### src/rtl/core/qrf_pkg.sv
// Shared widths, register map and status codes of the QR finder row check.
`timescale 1ns / 1ps

package qrf_pkg;

    // Beat field widths
    localparam int PIXEL_W  = 8;
    localparam int STATUS_W = 3;
    localparam int CIDX_W   = 12;
    localparam int CLEN_W   = 13;

    // Configuration register widths and reset values
    localparam int THR_W   = 8;
    localparam int BOUND_W = 5;
    localparam logic [THR_W-1:0]   THR_RESET  = 8'd0;
    localparam logic [BOUND_W-1:0] LOW_RESET  = 5'd6;
    localparam logic [BOUND_W-1:0] HIGH_RESET = 5'd19;

    // APB port
    localparam int APB_AW = 4;
    localparam int APB_DW = 32;

    // Ratio scale: three over the center length, in tenths
    localparam int RATIO_SCALE = 30;

    // Minimum run count and neighbours per side for a verdict
    localparam int MIN_RUNS = 5;
    localparam int MIN_SIDE = 2;

    // Register index taken from paddr[3:2]
    typedef enum logic [1:0] {
        REG_THRESHOLD  = 2'd0,
        REG_RATIO_LOW  = 2'd1,
        REG_RATIO_HIGH = 2'd2
    } t_reg_idx;

    // Verdict codes
    typedef enum logic [STATUS_W-1:0] {
        ST_OK         = 3'd0,
        ST_FEW_RUNS   = 3'd1,
        ST_FEW_BEFORE = 3'd2,
        ST_FEW_AFTER  = 3'd3,
        ST_RATIO_FAIL = 3'd4
    } t_status;

endpackage

### src/rtl/core/qrf_if.sv
// Valid/ready channel interfaces for pixel beats and verdict beats.
`timescale 1ns / 1ps

interface qrf_pix_if;
    logic                       valid;
    logic                       ready;
    logic [qrf_pkg::PIXEL_W-1:0] pixel;
    logic                       row_end;

    modport source (output valid, output pixel, output row_end, input ready);
    modport sink   (input valid, input pixel, input row_end, output ready);
endinterface

interface qrf_res_if;
    logic                         valid;
    logic                         ready;
    logic                         found;
    logic [qrf_pkg::STATUS_W-1:0] status;
    logic [qrf_pkg::CIDX_W-1:0]   center_index;
    logic [qrf_pkg::CLEN_W-1:0]   center_length;

    modport source (output valid, output found, output status, output center_index,
                    output center_length, input ready);
    modport sink   (input valid, input found, input status, input center_index,
                    input center_length, output ready);
endinterface

### src/rtl/core/qr_finder_row_ratio_check.sv
// Top level of the QR finder 1:1:3:1:1 row run-ratio check.
//
//  channel | dir | handshake      | payload
//  --------+-----+----------------+---------------------------------------------
//  pix     | in  | valid/ready    | pixel[7:0], row_end
//  res     | out | valid/ready    | found, status[2:0], center_index[11:0],
//          |     |                | center_length[12:0]
//  apb     | in  | psel/penable   | paddr[3:0], pwdata/prdata[31:0], pready=1
//
//  One pixel per cycle while no row_end pixel waits for the verdict stage; the
//  rate is set by the read-modify-write loop on the row-state RAM, closed each
//  cycle through the write-back forwarding register. A row_end pixel's verdict
//  passes the RAM read and update, verdict stage capture and output register.
//  Reset clears the valid bits and the in-row flag and loads the register
//  defaults; the first pixel of a row reinitializes the RAM record, so there
//  is no clearing pass.
//  A stalled verdict holds the row_end pixel at the update stage; other
//  pixels keep flowing while a verdict waits in the output register.
`timescale 1ns / 1ps

module qr_finder_row_ratio_check #(
    parameter int ROW_WIDTH = 4096
) (
    input  logic                        i_clk,
    input  logic                        i_rst_n,
    qrf_pix_if.sink                     pix,
    qrf_res_if.source                   res,
    input  logic                        psel,
    input  logic                        penable,
    input  logic                        pwrite,
    input  logic [qrf_pkg::APB_AW-1:0]  paddr,
    input  logic [qrf_pkg::APB_DW-1:0]  pwdata,
    output logic [qrf_pkg::APB_DW-1:0]  prdata,
    output logic                        pready
);

    localparam int LEN_W = $clog2(ROW_WIDTH+1);
    localparam int IDX_W = $clog2(ROW_WIDTH);
    localparam logic [LEN_W-1:0] LEN_MAX = LEN_W'(ROW_WIDTH);
    localparam logic [LEN_W-1:0] IDX_SAT = LEN_W'(ROW_WIDTH-1);

    typedef struct packed {
        logic             prev_color;
        logic [LEN_W-1:0] current_run;
        logic [LEN_W-1:0] runs_done;
        logic [LEN_W-1:0] older_run;
        logic [LEN_W-1:0] newer_run;
        logic [LEN_W-1:0] best_length;
        logic [IDX_W-1:0] best_index;
        logic [LEN_W-1:0] before_far;
        logic [LEN_W-1:0] before_near;
        logic [LEN_W-1:0] after_near;
        logic [LEN_W-1:0] after_far;
        logic [1:0]       after_cnt;
    } t_row;

    // Configuration registers
    logic [qrf_pkg::THR_W-1:0]   r_thr;
    logic [qrf_pkg::BOUND_W-1:0] r_low;
    logic [qrf_pkg::BOUND_W-1:0] r_high;
    logic                        cfg_wr;

    // Row-state RAM and its pipeline
    t_row  r_mem [1];
    t_row  r_rd;
    t_row  r_wb;
    logic  r_fwd;
    logic  r_s1_valid;
    logic  r_s1_color;
    logic  r_s1_last;
    logic  r_in_row;

    logic  accept;
    logic  fire2;
    logic  vd_ready;
    t_row  cur;
    t_row  n_state;

    // Close one run into the record
    function automatic t_row close_run(input t_row s, input logic [LEN_W-1:0] len);
        t_row r;
        r = s;
        if (s.runs_done == '0 || len > s.best_length) begin
            r.best_length = len;
            r.best_index  = (s.runs_done < IDX_SAT) ? s.runs_done[IDX_W-1:0]
                                                   : IDX_SAT[IDX_W-1:0];
            r.before_far  = s.older_run;
            r.before_near = s.newer_run;
            r.after_near  = '0;
            r.after_far   = '0;
            r.after_cnt   = 2'd0;
        end else if (s.after_cnt == 2'd0) begin
            r.after_near = len;
            r.after_cnt  = 2'd1;
        end else if (s.after_cnt == 2'd1) begin
            r.after_far = len;
            r.after_cnt = 2'd2;
        end
        r.older_run = s.newer_run;
        r.newer_run = len;
        if (s.runs_done < LEN_MAX) begin
            r.runs_done = s.runs_done + LEN_W'(1);
        end
        return r;
    endfunction

    // APB write and read
    assign pready = 1'b1;
    assign cfg_wr = psel && penable && pwrite && pready;

    always_ff @(posedge i_clk) begin
        if (!i_rst_n) begin
            r_thr  <= qrf_pkg::THR_RESET;
            r_low  <= qrf_pkg::LOW_RESET;
            r_high <= qrf_pkg::HIGH_RESET;
        end else if (cfg_wr) begin
            unique case (paddr[3:2])
                qrf_pkg::REG_THRESHOLD:  r_thr  <= pwdata[qrf_pkg::THR_W-1:0];
                qrf_pkg::REG_RATIO_LOW:  r_low  <= pwdata[qrf_pkg::BOUND_W-1:0];
                qrf_pkg::REG_RATIO_HIGH: r_high <= pwdata[qrf_pkg::BOUND_W-1:0];
                default: ;
            endcase
        end
    end

    always_comb begin
        unique case (paddr[3:2])
            qrf_pkg::REG_THRESHOLD:  prdata = qrf_pkg::APB_DW'(r_thr);
            qrf_pkg::REG_RATIO_LOW:  prdata = qrf_pkg::APB_DW'(r_low);
            qrf_pkg::REG_RATIO_HIGH: prdata = qrf_pkg::APB_DW'(r_high);
            default:                 prdata = '0;
        endcase
    end

    // Pipeline control: a row_end pixel needs room in the verdict stage
    assign fire2     = r_s1_valid && (!r_s1_last || vd_ready);
    assign pix.ready = !r_s1_valid || fire2;
    assign accept    = pix.valid && pix.ready;

    // Binarize on accept and read the row record
    always_ff @(posedge i_clk) begin
        if (!i_rst_n) begin
            r_s1_valid <= 1'b0;
            r_fwd      <= 1'b0;
        end else begin
            if (pix.ready) begin
                r_s1_valid <= pix.valid;
            end
            if (accept) begin
                r_fwd <= fire2;
            end
        end
        if (accept) begin
            r_s1_color <= (pix.pixel > r_thr);
            r_s1_last  <= pix.row_end;
            r_rd       <= r_mem[0];
        end
    end

    // Update the record: start a row, close a run or extend it
    always_comb begin
        cur = r_fwd ? r_wb : r_rd;
        n_state = cur;
        if (!r_in_row) begin
            n_state             = '0;
            n_state.prev_color  = r_s1_color;
            n_state.current_run = LEN_W'(1);
        end else if (r_s1_color != cur.prev_color) begin
            n_state             = close_run(cur, cur.current_run);
            n_state.prev_color  = r_s1_color;
            n_state.current_run = LEN_W'(1);
        end else if (cur.current_run < LEN_MAX) begin
            n_state.current_run = cur.current_run + LEN_W'(1);
        end
        if (r_s1_last) begin
            n_state = close_run(n_state, n_state.current_run);
        end
    end

    // Write back and keep a copy for forwarding
    always_ff @(posedge i_clk) begin
        if (!i_rst_n) begin
            r_in_row <= 1'b0;
        end else if (fire2) begin
            r_in_row <= !r_s1_last;
        end
        if (fire2) begin
            r_mem[0] <= n_state;
            r_wb     <= n_state;
        end
    end

    qrf_verdict #(
        .ROW_WIDTH (ROW_WIDTH)
    ) u_verdict (
        .i_clk         (i_clk),
        .i_rst_n       (i_rst_n),
        .i_valid       (fire2 && r_s1_last),
        .o_ready       (vd_ready),
        .i_runs        (n_state.runs_done),
        .i_index       (n_state.best_index),
        .i_len         (n_state.best_length),
        .i_before_far  (n_state.before_far),
        .i_before_near (n_state.before_near),
        .i_after_near  (n_state.after_near),
        .i_after_far   (n_state.after_far),
        .i_after_cnt   (n_state.after_cnt),
        .i_low         (r_low),
        .i_high        (r_high),
        .res           (res)
    );

    // Row flag follows the last pixel of each update
    a_row_closes: assert property (@(posedge i_clk) disable iff (!i_rst_n)
        fire2 && r_s1_last |=> !r_in_row)
        else $error("row flag still set after row end");

    a_row_opens: assert property (@(posedge i_clk) disable iff (!i_rst_n)
        fire2 && !r_s1_last |=> r_in_row)
        else $error("row flag clear after mid-row pixel");

    // Inside a row the written record always holds an open run
    a_run_open: assert property (@(posedge i_clk) disable iff (!i_rst_n)
        r_in_row |-> r_wb.current_run != '0)
        else $error("open run of zero length");

    // Forwarding is taken only when the previous update landed on the read edge
    a_fwd_source: assert property (@(posedge i_clk) disable iff (!i_rst_n)
        accept && fire2 |=> r_fwd)
        else $error("read beside write without forwarding");

    // A stalled update keeps its pixel
    a_stall_hold: assert property (@(posedge i_clk) disable iff (!i_rst_n)
        r_s1_valid && !fire2 |=> r_s1_valid && $stable(r_s1_last))
        else $error("stalled update lost its pixel");

endmodule

### src/rtl/core/qrf_verdict.sv
// Row-end verdict stage: holds the closed row record, checks runs and ratios.
`timescale 1ns / 1ps

module qrf_verdict #(
    parameter int ROW_WIDTH = 4096
) (
    input  logic                            i_clk,
    input  logic                            i_rst_n,
    input  logic                            i_valid,
    output logic                            o_ready,
    input  logic [$clog2(ROW_WIDTH+1)-1:0]  i_runs,
    input  logic [$clog2(ROW_WIDTH)-1:0]    i_index,
    input  logic [$clog2(ROW_WIDTH+1)-1:0]  i_len,
    input  logic [$clog2(ROW_WIDTH+1)-1:0]  i_before_far,
    input  logic [$clog2(ROW_WIDTH+1)-1:0]  i_before_near,
    input  logic [$clog2(ROW_WIDTH+1)-1:0]  i_after_near,
    input  logic [$clog2(ROW_WIDTH+1)-1:0]  i_after_far,
    input  logic [1:0]                      i_after_cnt,
    input  logic [qrf_pkg::BOUND_W-1:0]     i_low,
    input  logic [qrf_pkg::BOUND_W-1:0]     i_high,
    qrf_res_if.source                       res
);

    localparam int LEN_W  = $clog2(ROW_WIDTH+1);
    localparam int IDX_W  = $clog2(ROW_WIDTH);
    localparam int PROD_W = LEN_W + qrf_pkg::BOUND_W;

    logic                  r_vd_valid;
    logic [LEN_W-1:0]      r_vd_runs;
    logic [IDX_W-1:0]      r_vd_index;
    logic [LEN_W-1:0]      r_vd_len;
    logic [LEN_W-1:0]      r_vd_bf, r_vd_bn, r_vd_an, r_vd_af;
    logic [1:0]            r_vd_cnt;

    logic                         r_out_valid;
    logic                         r_out_found;
    logic [qrf_pkg::STATUS_W-1:0] r_out_status;
    logic [qrf_pkg::CIDX_W-1:0]   r_out_index;
    logic [qrf_pkg::CLEN_W-1:0]   r_out_len;

    logic                         out_ok;
    logic [PROD_W-1:0]            lo_lim, hi_lim;
    qrf_pkg::t_status             n_status;
    logic [IDX_W+qrf_pkg::CIDX_W-1:0] idx_ext;
    logic [LEN_W+qrf_pkg::CLEN_W-1:0] len_ext;

    // 30*run strictly between the two bound products
    function automatic logic ratio_ok(input logic [LEN_W-1:0] run,
                                      input logic [PROD_W-1:0] lo,
                                      input logic [PROD_W-1:0] hi);
        logic [PROD_W-1:0] scaled;
        scaled = PROD_W'(run) * PROD_W'(qrf_pkg::RATIO_SCALE);
        return (scaled > lo) && (scaled < hi);
    endfunction

    assign out_ok  = !r_out_valid || res.ready;
    assign o_ready = !r_vd_valid || out_ok;

    // Capture the closed row record
    always_ff @(posedge i_clk) begin
        if (!i_rst_n) begin
            r_vd_valid <= 1'b0;
        end else if (o_ready) begin
            r_vd_valid <= i_valid;
        end
        if (o_ready && i_valid) begin
            r_vd_runs  <= i_runs;
            r_vd_index <= i_index;
            r_vd_len   <= i_len;
            r_vd_bf    <= i_before_far;
            r_vd_bn    <= i_before_near;
            r_vd_an    <= i_after_near;
            r_vd_af    <= i_after_far;
            r_vd_cnt   <= i_after_cnt;
        end
    end

    // Rank the checks in order of precedence
    always_comb begin
        lo_lim = PROD_W'(i_low) * PROD_W'(r_vd_len);
        hi_lim = PROD_W'(i_high) * PROD_W'(r_vd_len);
        if (r_vd_runs < LEN_W'(qrf_pkg::MIN_RUNS)) begin
            n_status = qrf_pkg::ST_FEW_RUNS;
        end else if (r_vd_index < IDX_W'(qrf_pkg::MIN_SIDE)) begin
            n_status = qrf_pkg::ST_FEW_BEFORE;
        end else if (r_vd_cnt < 2'(qrf_pkg::MIN_SIDE)) begin
            n_status = qrf_pkg::ST_FEW_AFTER;
        end else if (!ratio_ok(r_vd_bf, lo_lim, hi_lim) || !ratio_ok(r_vd_bn, lo_lim, hi_lim) ||
                     !ratio_ok(r_vd_an, lo_lim, hi_lim) || !ratio_ok(r_vd_af, lo_lim, hi_lim))
        begin
            n_status = qrf_pkg::ST_RATIO_FAIL;
        end else begin
            n_status = qrf_pkg::ST_OK;
        end
        idx_ext = (IDX_W+qrf_pkg::CIDX_W)'(r_vd_index);
        len_ext = (LEN_W+qrf_pkg::CLEN_W)'(r_vd_len);
    end

    // Output register, held while the sink stalls
    always_ff @(posedge i_clk) begin
        if (!i_rst_n) begin
            r_out_valid <= 1'b0;
        end else if (out_ok) begin
            r_out_valid <= r_vd_valid;
        end
        if (out_ok && r_vd_valid) begin
            r_out_found  <= (n_status == qrf_pkg::ST_OK);
            r_out_status <= n_status;
            r_out_index  <= idx_ext[qrf_pkg::CIDX_W-1:0];
            r_out_len    <= len_ext[qrf_pkg::CLEN_W-1:0];
        end
    end

    assign res.valid         = r_out_valid;
    assign res.found         = r_out_found;
    assign res.status        = r_out_status;
    assign res.center_index  = r_out_index;
    assign res.center_length = r_out_len;

endmodule
### src/flat_wrapper.sv
// flat-port wrapper written by rule: the top's interface ports become plain ports
module qr_finder_row_ratio_check_flat 
#(
    parameter int ROW_WIDTH = 4096
)
  (i_clk, i_rst_n, psel, penable, pwrite, paddr, pwdata, prdata, pready, pix_valid, pix_pixel, pix_row_end, pix_ready, res_valid, res_found, res_status, res_center_index, res_center_length, res_ready);
  qrf_pix_if pix_i ();
  qrf_res_if res_i ();
  input  logic i_clk;
  input  logic i_rst_n;
  input  logic psel;
  input  logic penable;
  input  logic pwrite;
  input  logic [qrf_pkg::APB_AW-1:0] paddr;
  input  logic [qrf_pkg::APB_DW-1:0] pwdata;
  output logic [qrf_pkg::APB_DW-1:0] prdata;
  output logic pready;
  input wire logic [$bits(pix_i.valid)-1:0] pix_valid;
  input wire logic [$bits(pix_i.pixel)-1:0] pix_pixel;
  input wire logic [$bits(pix_i.row_end)-1:0] pix_row_end;
  output wire logic [$bits(pix_i.ready)-1:0] pix_ready;
  output wire logic [$bits(res_i.valid)-1:0] res_valid;
  output wire logic [$bits(res_i.found)-1:0] res_found;
  output wire logic [$bits(res_i.status)-1:0] res_status;
  output wire logic [$bits(res_i.center_index)-1:0] res_center_index;
  output wire logic [$bits(res_i.center_length)-1:0] res_center_length;
  input wire logic [$bits(res_i.ready)-1:0] res_ready;
  assign pix_i.valid = pix_valid;
  assign pix_i.pixel = pix_pixel;
  assign pix_i.row_end = pix_row_end;
  assign pix_ready = pix_i.ready;
  assign res_valid = res_i.valid;
  assign res_found = res_i.found;
  assign res_status = res_i.status;
  assign res_center_index = res_i.center_index;
  assign res_center_length = res_i.center_length;
  assign res_i.ready = res_ready;
  qr_finder_row_ratio_check #(.ROW_WIDTH(ROW_WIDTH)) u_core (.i_clk(i_clk), .i_rst_n(i_rst_n), .pix(pix_i), .res(res_i), .psel(psel), .penable(penable), .pwrite(pwrite), .paddr(paddr), .pwdata(pwdata), .prdata(prdata), .pready(pready));
endmodule
### config.mk
export PLATFORM = sky130hd
export DESIGN_NAME = qr_finder_row_ratio_check_flat
export DESIGN_NICKNAME = d
export VERILOG_FILES = /design/src/rtl/core/qrf_pkg.sv /design/src/rtl/core/qrf_if.sv /design/src/rtl/core/qr_finder_row_ratio_check.sv /design/src/rtl/core/qrf_verdict.sv /design/src/flat_wrapper.sv
export SDC_FILE = /design/constraint.sdc
export NUM_CORES = 1
export LEC_CHECK = 0
export BUFFER_PORTS_ARGS = -buffer_cell sky130_fd_sc_hd__buf_2
export CAP_MARGIN = 25
export CORE_MARGIN = 8
export CORE_UTILIZATION = 30
export DETAILED_ROUTE_END_ITERATION = 6
export PLACE_DENSITY = 0.55
export SLEW_MARGIN = 20
export SYNTH_ARGS = -nofsm -noshare
export SYNTH_HDL_FRONTEND = slang
export SYNTH_SLANG_ARGS = --single-unit
export TNS_END_PERCENT = 1
### constraint.sdc
create_clock -name i_clk -period 7.69 [get_ports i_clk]
set_input_delay 0.769 -clock i_clk [delete_from_list [all_inputs] [get_ports i_clk]]
set_output_delay 0.769 -clock i_clk [all_outputs]
set_load 0.03 [all_outputs]
==> results of run 1 <==
==> layout make-up <==
type	instances	area (sq um)	area share (%)
clock buffers	52	1150	3.34
repair buffers	137	862	2.50
inverters	220	828	2.40
well taps	1380	1730	5.00
clock inverters	25	191	0.555
flip-flops and latches	409	12100	34.9
diodes	1	2.50	0.00725
multi-input cells	2071	17700	51.2
==> placed cells by master (no fill, tap or decap), types with 71 or more instances in the layout <==
master / synthesis / layout
a21oi_1: 131 / 131
and2_1: 96 / 94
buf_4: 30 / 71
edfxtp_1: 386 / 386
fa_1: 158 / 158
ha_1: 295 / 295
inv_1: 220 / 218
mux2i_1: 161 / 161
nand2_1: 180 / 180
nor2_1: 115 / 115
o21ai_0: 123 / 123
==> repair_timing <==
action | in CTS | in global routing
hold buffers | 0 | 0
endpoints found under the hold margin | 0 | 0
resized for setup | 0 | 2
endpoints found under the setup margin | 0 | 2
==> power by group through the flow <==
stage	Sequential (uW)	Clock, uW	Combinational [uW]
finish	2650	2040	2720
detailed placement	2690	0	2700
CTS	2650	2100	2720
global placement	2690	0	2670
floorplan	2680	0	1930
global route	2660	2170	3050
==> flip-flops by register name (all words and copies together), names as in the netlist, 3 cells and up <==
name,cells
u_core.u_verdict.res.status,3
u_core.u_verdict.r_vd_len,13
u_core.r_mem,11
u_core.u_verdict.res.center_length,13
u_core.u_verdict.r_vd_af,13
u_core.r_high,5
u_core.r_thr,8
u_core.u_verdict.r_vd_index,12
u_core.u_verdict.r_vd_an,13
u_core.r_wb,121
u_core.r_rd,132
u_core.u_verdict.r_vd_runs,13
u_core.u_verdict.r_vd_bn,13
u_core.u_verdict.r_vd_bf,13
u_core.u_verdict.res.center_index,12
u_core.r_low,5
==> per-layer routing <==
| metal | wire length [um] | GRT usage (%) |
|---|---|---|
| met2 | 38300 | 23.4 |
| met3 | 3450 | 1.41 |
| met4 | 2170 | 4.09 |
| met1 | 39500 | 20.2 |
| met5 | 0 | 0 |
==> metrics by stage <==
step	cell area, sq um	setup WS (ps)	cells
after floorplan	31100	972	2824
after global placement	33100	504	4215
after detailed placement	33100	466	4217
after CTS	34500	451	4294
after global routing	34500	23.9	4294
final	34500	524	4295
==> cells by family after synthesis <==
group           synth area share, %
buf+inv                        4.64
other cells                  0.0242
xor+xnor                       2.67
mux                            7.19
compound gates                 12.7
flops                          38.8
fa+ha+maj                      22.2
simple gates                   11.8
==> final timing paths <==
| check | from | to | slack [ps] | depth (start not counted) |
|---|---|---|---|---|
| min reg2reg | u_core.u_verdict.r_vd_index[0]$_DFFE_PP_ | u_core.u_verdict.res.center_index[0]$_DFFE_PP_ | 420 | 0 |
| max | u_core.r_low[3]$_SDFFE_PN0P_ | u_core.u_verdict.res.status[2]$_DFFE_PP_ | 520 | 27 |
| max reg2reg | u_core.r_low[3]$_SDFFE_PN0P_ | u_core.u_verdict.res.status[2]$_DFFE_PP_ | 520 | 27 |
| min | pix_row_end | u_core.r_s1_last$_DFFE_PP_ | 400 | 1 |
==> impl_metrics.env, run 1 <==
export IMPL_synthTopCellsByArea="edfxtp_1, ha_1, fa_1"
export IMPL_finalSetupTns_ps=0
export IMPL_initial_utilization_pct=30.1
export IMPL_p_sw_uw=2640
export IMPL_holdWs_ps=397
export IMPL_cts_setup_buffers=0
export IMPL_ys_warnings_count=0
export IMPL_final_min_clock_period_ps=7170
export IMPL_die_h_um=338
export IMPL_grt_pass1_vias=21800
export IMPL_synthArstFlopShare_pct=0
export IMPL_crit_path_end_kind="flip-flop"
export IMPL_cts_tree="yes"
export IMPL_synthTopCellsByCount="edfxtp_1, ha_1, inv_1"
export IMPL_viasPerCell=5.09
export IMPL_routabilityCongestion=0.872
export IMPL_cp_slowest_cell="fa_1"
export IMPL_syn2layout_area_growth_pct=11.2
export IMPL_fin_skew_ps=17.1
export IMPL_antenna_found_initial=3
export IMPL_cts_buffer_depth=3
export IMPL_nets=3388
export IMPL_netlist_instances=2801
export IMPL_wire_per_inst_um=19.4
export IMPL_post_synth_top_count_cell="edfxtp_1"
export IMPL_gr_total_overflow=0
export IMPL_yosysTopAreaCell="edfxtp_1"
export IMPL_final_max_slew_viol_count=0
export IMPL_core_area_sq_um=103000
export IMPL_clk_pin_slew_ps=60
export IMPL_synth_top_area_share_pct=37.4
export IMPL_grt_usage_pct=14.3
export IMPL_die_area_sq_um=114000
export IMPL_p_total_uw=7410
export IMPL_drt_initial_drc_count=1483
export IMPL_ant_nets=0
export IMPL_cts_root_buf="clkbuf_16"
export IMPL_drc=0
export IMPL_clkLatencyLatePin_ps=570
export IMPL_die_x_um=338
export IMPL_vdd_drop_max_v=0.000135
export IMPL_path_buf_inv=2
export IMPL_startpoint_type="flip-flop"
export IMPL_ys_seq_area_share_pct=38.8
export IMPL_synth_edf_count=386
export IMPL_drv_cap=0
export IMPL_syn_area_sq_um=31000
export IMPL_tightest_slew_ps=973
export IMPL_ys_ff_latch=409
export IMPL_hold_violations=0
export IMPL_drive_above_1_share_pct=9.78
export IMPL_synth_cell_types=91
export IMPL_cp_top_family="compound AO/OA/AOI/OAI gates"
export IMPL_slew_headroom_pct=35.0
export IMPL_io_buffers=64
export IMPL_grt_pass1_wl_um=130000
export IMPL_swShare_pct=35.6
export IMPL_grt_max_degree=66
export IMPL_cpPeakStageDelay_ps=560
export IMPL_rows=118
export IMPL_numCtsBuffers=44
export IMPL_rsz0062_at_grt="no"
export IMPL_post_route_util_pct=33.5
export IMPL_hpwl_um=63400
export IMPL_routed_wl_um=83400
export IMPL_min_period_over_period_pct=93.2
export IMPL_num_io_pins=116
export IMPL_synth_main_ff_cell="edfxtp_1"
export IMPL_clkPwrFrac_pct=27.6
export IMPL_fmax_mhz=140
export IMPL_dr_pass1_iters=5
export IMPL_hp_class="in2reg"
export IMPL_p_per_area_nw_per_um2=215
export IMPL_combPwrFrac_pct=36.7
export IMPL_p_int_uw=4770
export IMPL_run_status="finished, final reports clean"
export IMPL_cp_arrival_ps=7480
export IMPL_cts_sinks=409
export IMPL_crit_type="reg2reg"
export IMPL_dr_total_vias=21900
export IMPL_leakagePower_uw=0.0140
export IMPL_seqPwrFrac_pct=35.7
export IMPL_htree_levels=2
export IMPL_synth_avg_cell_area_sq_um=11.1
export IMPL_cp_common_cell="fa_1"
export IMPL_critPathMaxFanout=11
export IMPL_setup_viol=0
export IMPL_fillers=10500
export IMPL_crit_required_ps=8000
Power figures use the tool's default switching activity.
==> inputs of run 2 (changes only) <==
--- a/config.mk
+++ b/config.mk
@@ -10,7 +10,7 @@
 export CORE_MARGIN = 8
 export CORE_UTILIZATION = 30
 export DETAILED_ROUTE_END_ITERATION = 6
-export PLACE_DENSITY = 0.55
+export PLACE_DENSITY_LB_ADDON = 0.2
 export SLEW_MARGIN = 20
 export SYNTH_ARGS = -nofsm -noshare
 export SYNTH_HDL_FRONTEND = slang
==> run 2 against run 1 <==
Utilization is 0.13 points higher. Via count is 1.2% lower. Critical path depth is 2 higher. Flip-flop and latch count stayed put. Sequential power hardly changed. Largest cell class unchanged.
==> impl_metrics.env, run 2 (synthesis gave the netlist of run 1 again) <==
export IMPL_antenna_found_initial=11
export IMPL_slew_headroom_pct=28.9
export IMPL_drt_initial_drc_count=1381
export IMPL_hold_violations=0
export IMPL_p_total_uw=7600
export IMPL_clk_pin_slew_ps=70
export IMPL_largest_reg_flops=132
export IMPL_core_area_sq_um=103000
export IMPL_hold_path_depth=1
export IMPL_gr_total_overflow=0
export IMPL_cts_root_buf="clkbuf_16"
export IMPL_drv_cap=0
export IMPL_nets=3389
export IMPL_cts_setup_buffers=0
export IMPL_run_status="finished, final reports clean"
export IMPL_top_register="u_core.r_rd"
export IMPL_final_common_cell="edfxtp_1"
export IMPL_final_min_clock_period_ps=7150
export IMPL_cts_tree="yes"
export IMPL_startpoint_type="flip-flop"
export IMPL_post_route_util_pct=33.6
export IMPL_cp_slowest_cell="fa_1"
export IMPL_drc=0
export IMPL_clkLatencyLatePin_ps=580
export IMPL_grt_pass1_vias=21900
export IMPL_ant_nets=0
export IMPL_io_buffers=64
export IMPL_tightest_slew_ps=1060
export IMPL_vdd_drop_max_v=0.000120
export IMPL_grt_usage_pct=15.0
export IMPL_ctsHoldBuffers=0
export IMPL_crit_path_end_kind="flip-flop"
export IMPL_fin_skew_ps=29.3
export IMPL_dr_pass1_iters=5
export IMPL_dr_total_vias=21600
export IMPL_fmax_mhz=140
export IMPL_diodes=0
export IMPL_ctsResizeCount=0
export IMPL_htree_levels=2
export IMPL_routabilityCongestion=0.836
export IMPL_startpoint="u_core.u_verdict.r_vd_len[1]$_DFFE_PP_"
export IMPL_min_period_over_period_pct=93.0
export IMPL_syn2layout_area_growth_pct=11.6
export IMPL_top_regs="u_core.r_rd (132), u_core.r_wb (121)"
export IMPL_crit_type="reg2reg"
export IMPL_p_per_area_nw_per_um2=219
export IMPL_wire_per_inst_um=20.1
export IMPL_rows=118
export IMPL_die_area_sq_um=114000
export IMPL_hp_start="pix_row_end"
export IMPL_grt_pass1_wl_um=134000
export IMPL_critPathMaxFanout=8
export IMPL_viasPerCell=5.03
export IMPL_hpwl_um=66100
export IMPL_ff2ff_path_depth=29
export IMPL_setup_viol=0
export IMPL_finalWorstSetupSlack_ps=540
export IMPL_drive_above_1_share_pct=9.66
export IMPL_cts_sinks=409
export IMPL_rsz0062_at_grt="no"
export IMPL_die_x_um=338
export IMPL_initial_utilization_pct=30.1
export IMPL_hp_class="in2reg"
export IMPL_num_io_pins=116
export IMPL_leakagePower_uw=0.0140
export IMPL_dpl_worst_slack_ps=483
export IMPL_final_max_slew_viol_count=0
export IMPL_crit_required_ps=8020
export IMPL_final_cell_mix="edfxtp_1, ha_1, inv_1, nand2_1, mux2i_1"
export IMPL_cts_buffer_depth=3
export IMPL_grt_max_degree=69
export IMPL_cp_arrival_ps=7480
export IMPL_cpPeakStageDelay_ps=590
export IMPL_die_h_um=338
export IMPL_routed_wl_um=86600
export IMPL_numCtsBuffers=46
export IMPL_r2r_start="u_core.u_verdict.r_vd_len[1]$_DFFE_PP_"
export IMPL_finalSetupTns_ps=0
## run 2: cell count changes in the layout (fill, tap and decap cells not counted), moves of 2 or more
cell	change
clkinv_4	-2
clkinv_1	+9
clkbuf_16	+2
bufinv_16	+3
clkinv_2	-7
clkbuf_1	-2
buf_4	-2
inv_6	+3
## run 2: cell type report
class                   count  area [sq um]
inverters                 220           828
multi-input cells        2071         17700
well taps                1380          1730
flip-flops and latches    409         12100
clock inverters            31           285
repair buffers            136           868
clock buffers              52          1190
fillers                 10500         68400
## run 2: power breakdown
part	switching, uW	internal (uW)	leakage [uW]
logic	1670	1060	0.00939
registers	74.2	2570	0.00392
clock network	939	1280	0.000716
total	2690	4920	0.0140
## run 2: routing by layer
metal	global-route usage, %	vias to the layer above	routed length [um]
met5	0	-	0
met4	4.50	0	2570
met3	1.16	130	2850
met2	24.8	393	40200
met1	20.8	10600	41000
li1	-	10500	-
## run 2: through the flow
stage,instances,area (sq um),hold slack [ps]
after floorplan,2824,31100,400
after global placement,4214,33100,404
after detailed placement,4215,33100,407
after CTS,4298,34600,372
after global routing,4299,34600,385
final,4299,34600,398
## run 2: worst paths after layout
path,endpoint,slack [ps]
max,u_core.u_verdict.res.status[2]$_DFFE_PP_,540
min,u_core.r_s1_last$_DFFE_PP_,400
max reg2reg,u_core.u_verdict.res.status[2]$_DFFE_PP_,540
min reg2reg,u_core.u_verdict.res.center_index[0]$_DFFE_PP_,420
## run 2: critical path, delay by kind of cell, from the launching register on
kind | cells | cell delay [ps]
xor+xnor | 1 | 160
buf+inv | 4 | 480
simple gates | 4 | 740
fa+ha+maj | 5 | 1710
flops | 1 | 470
compound gates | 15 | 3340
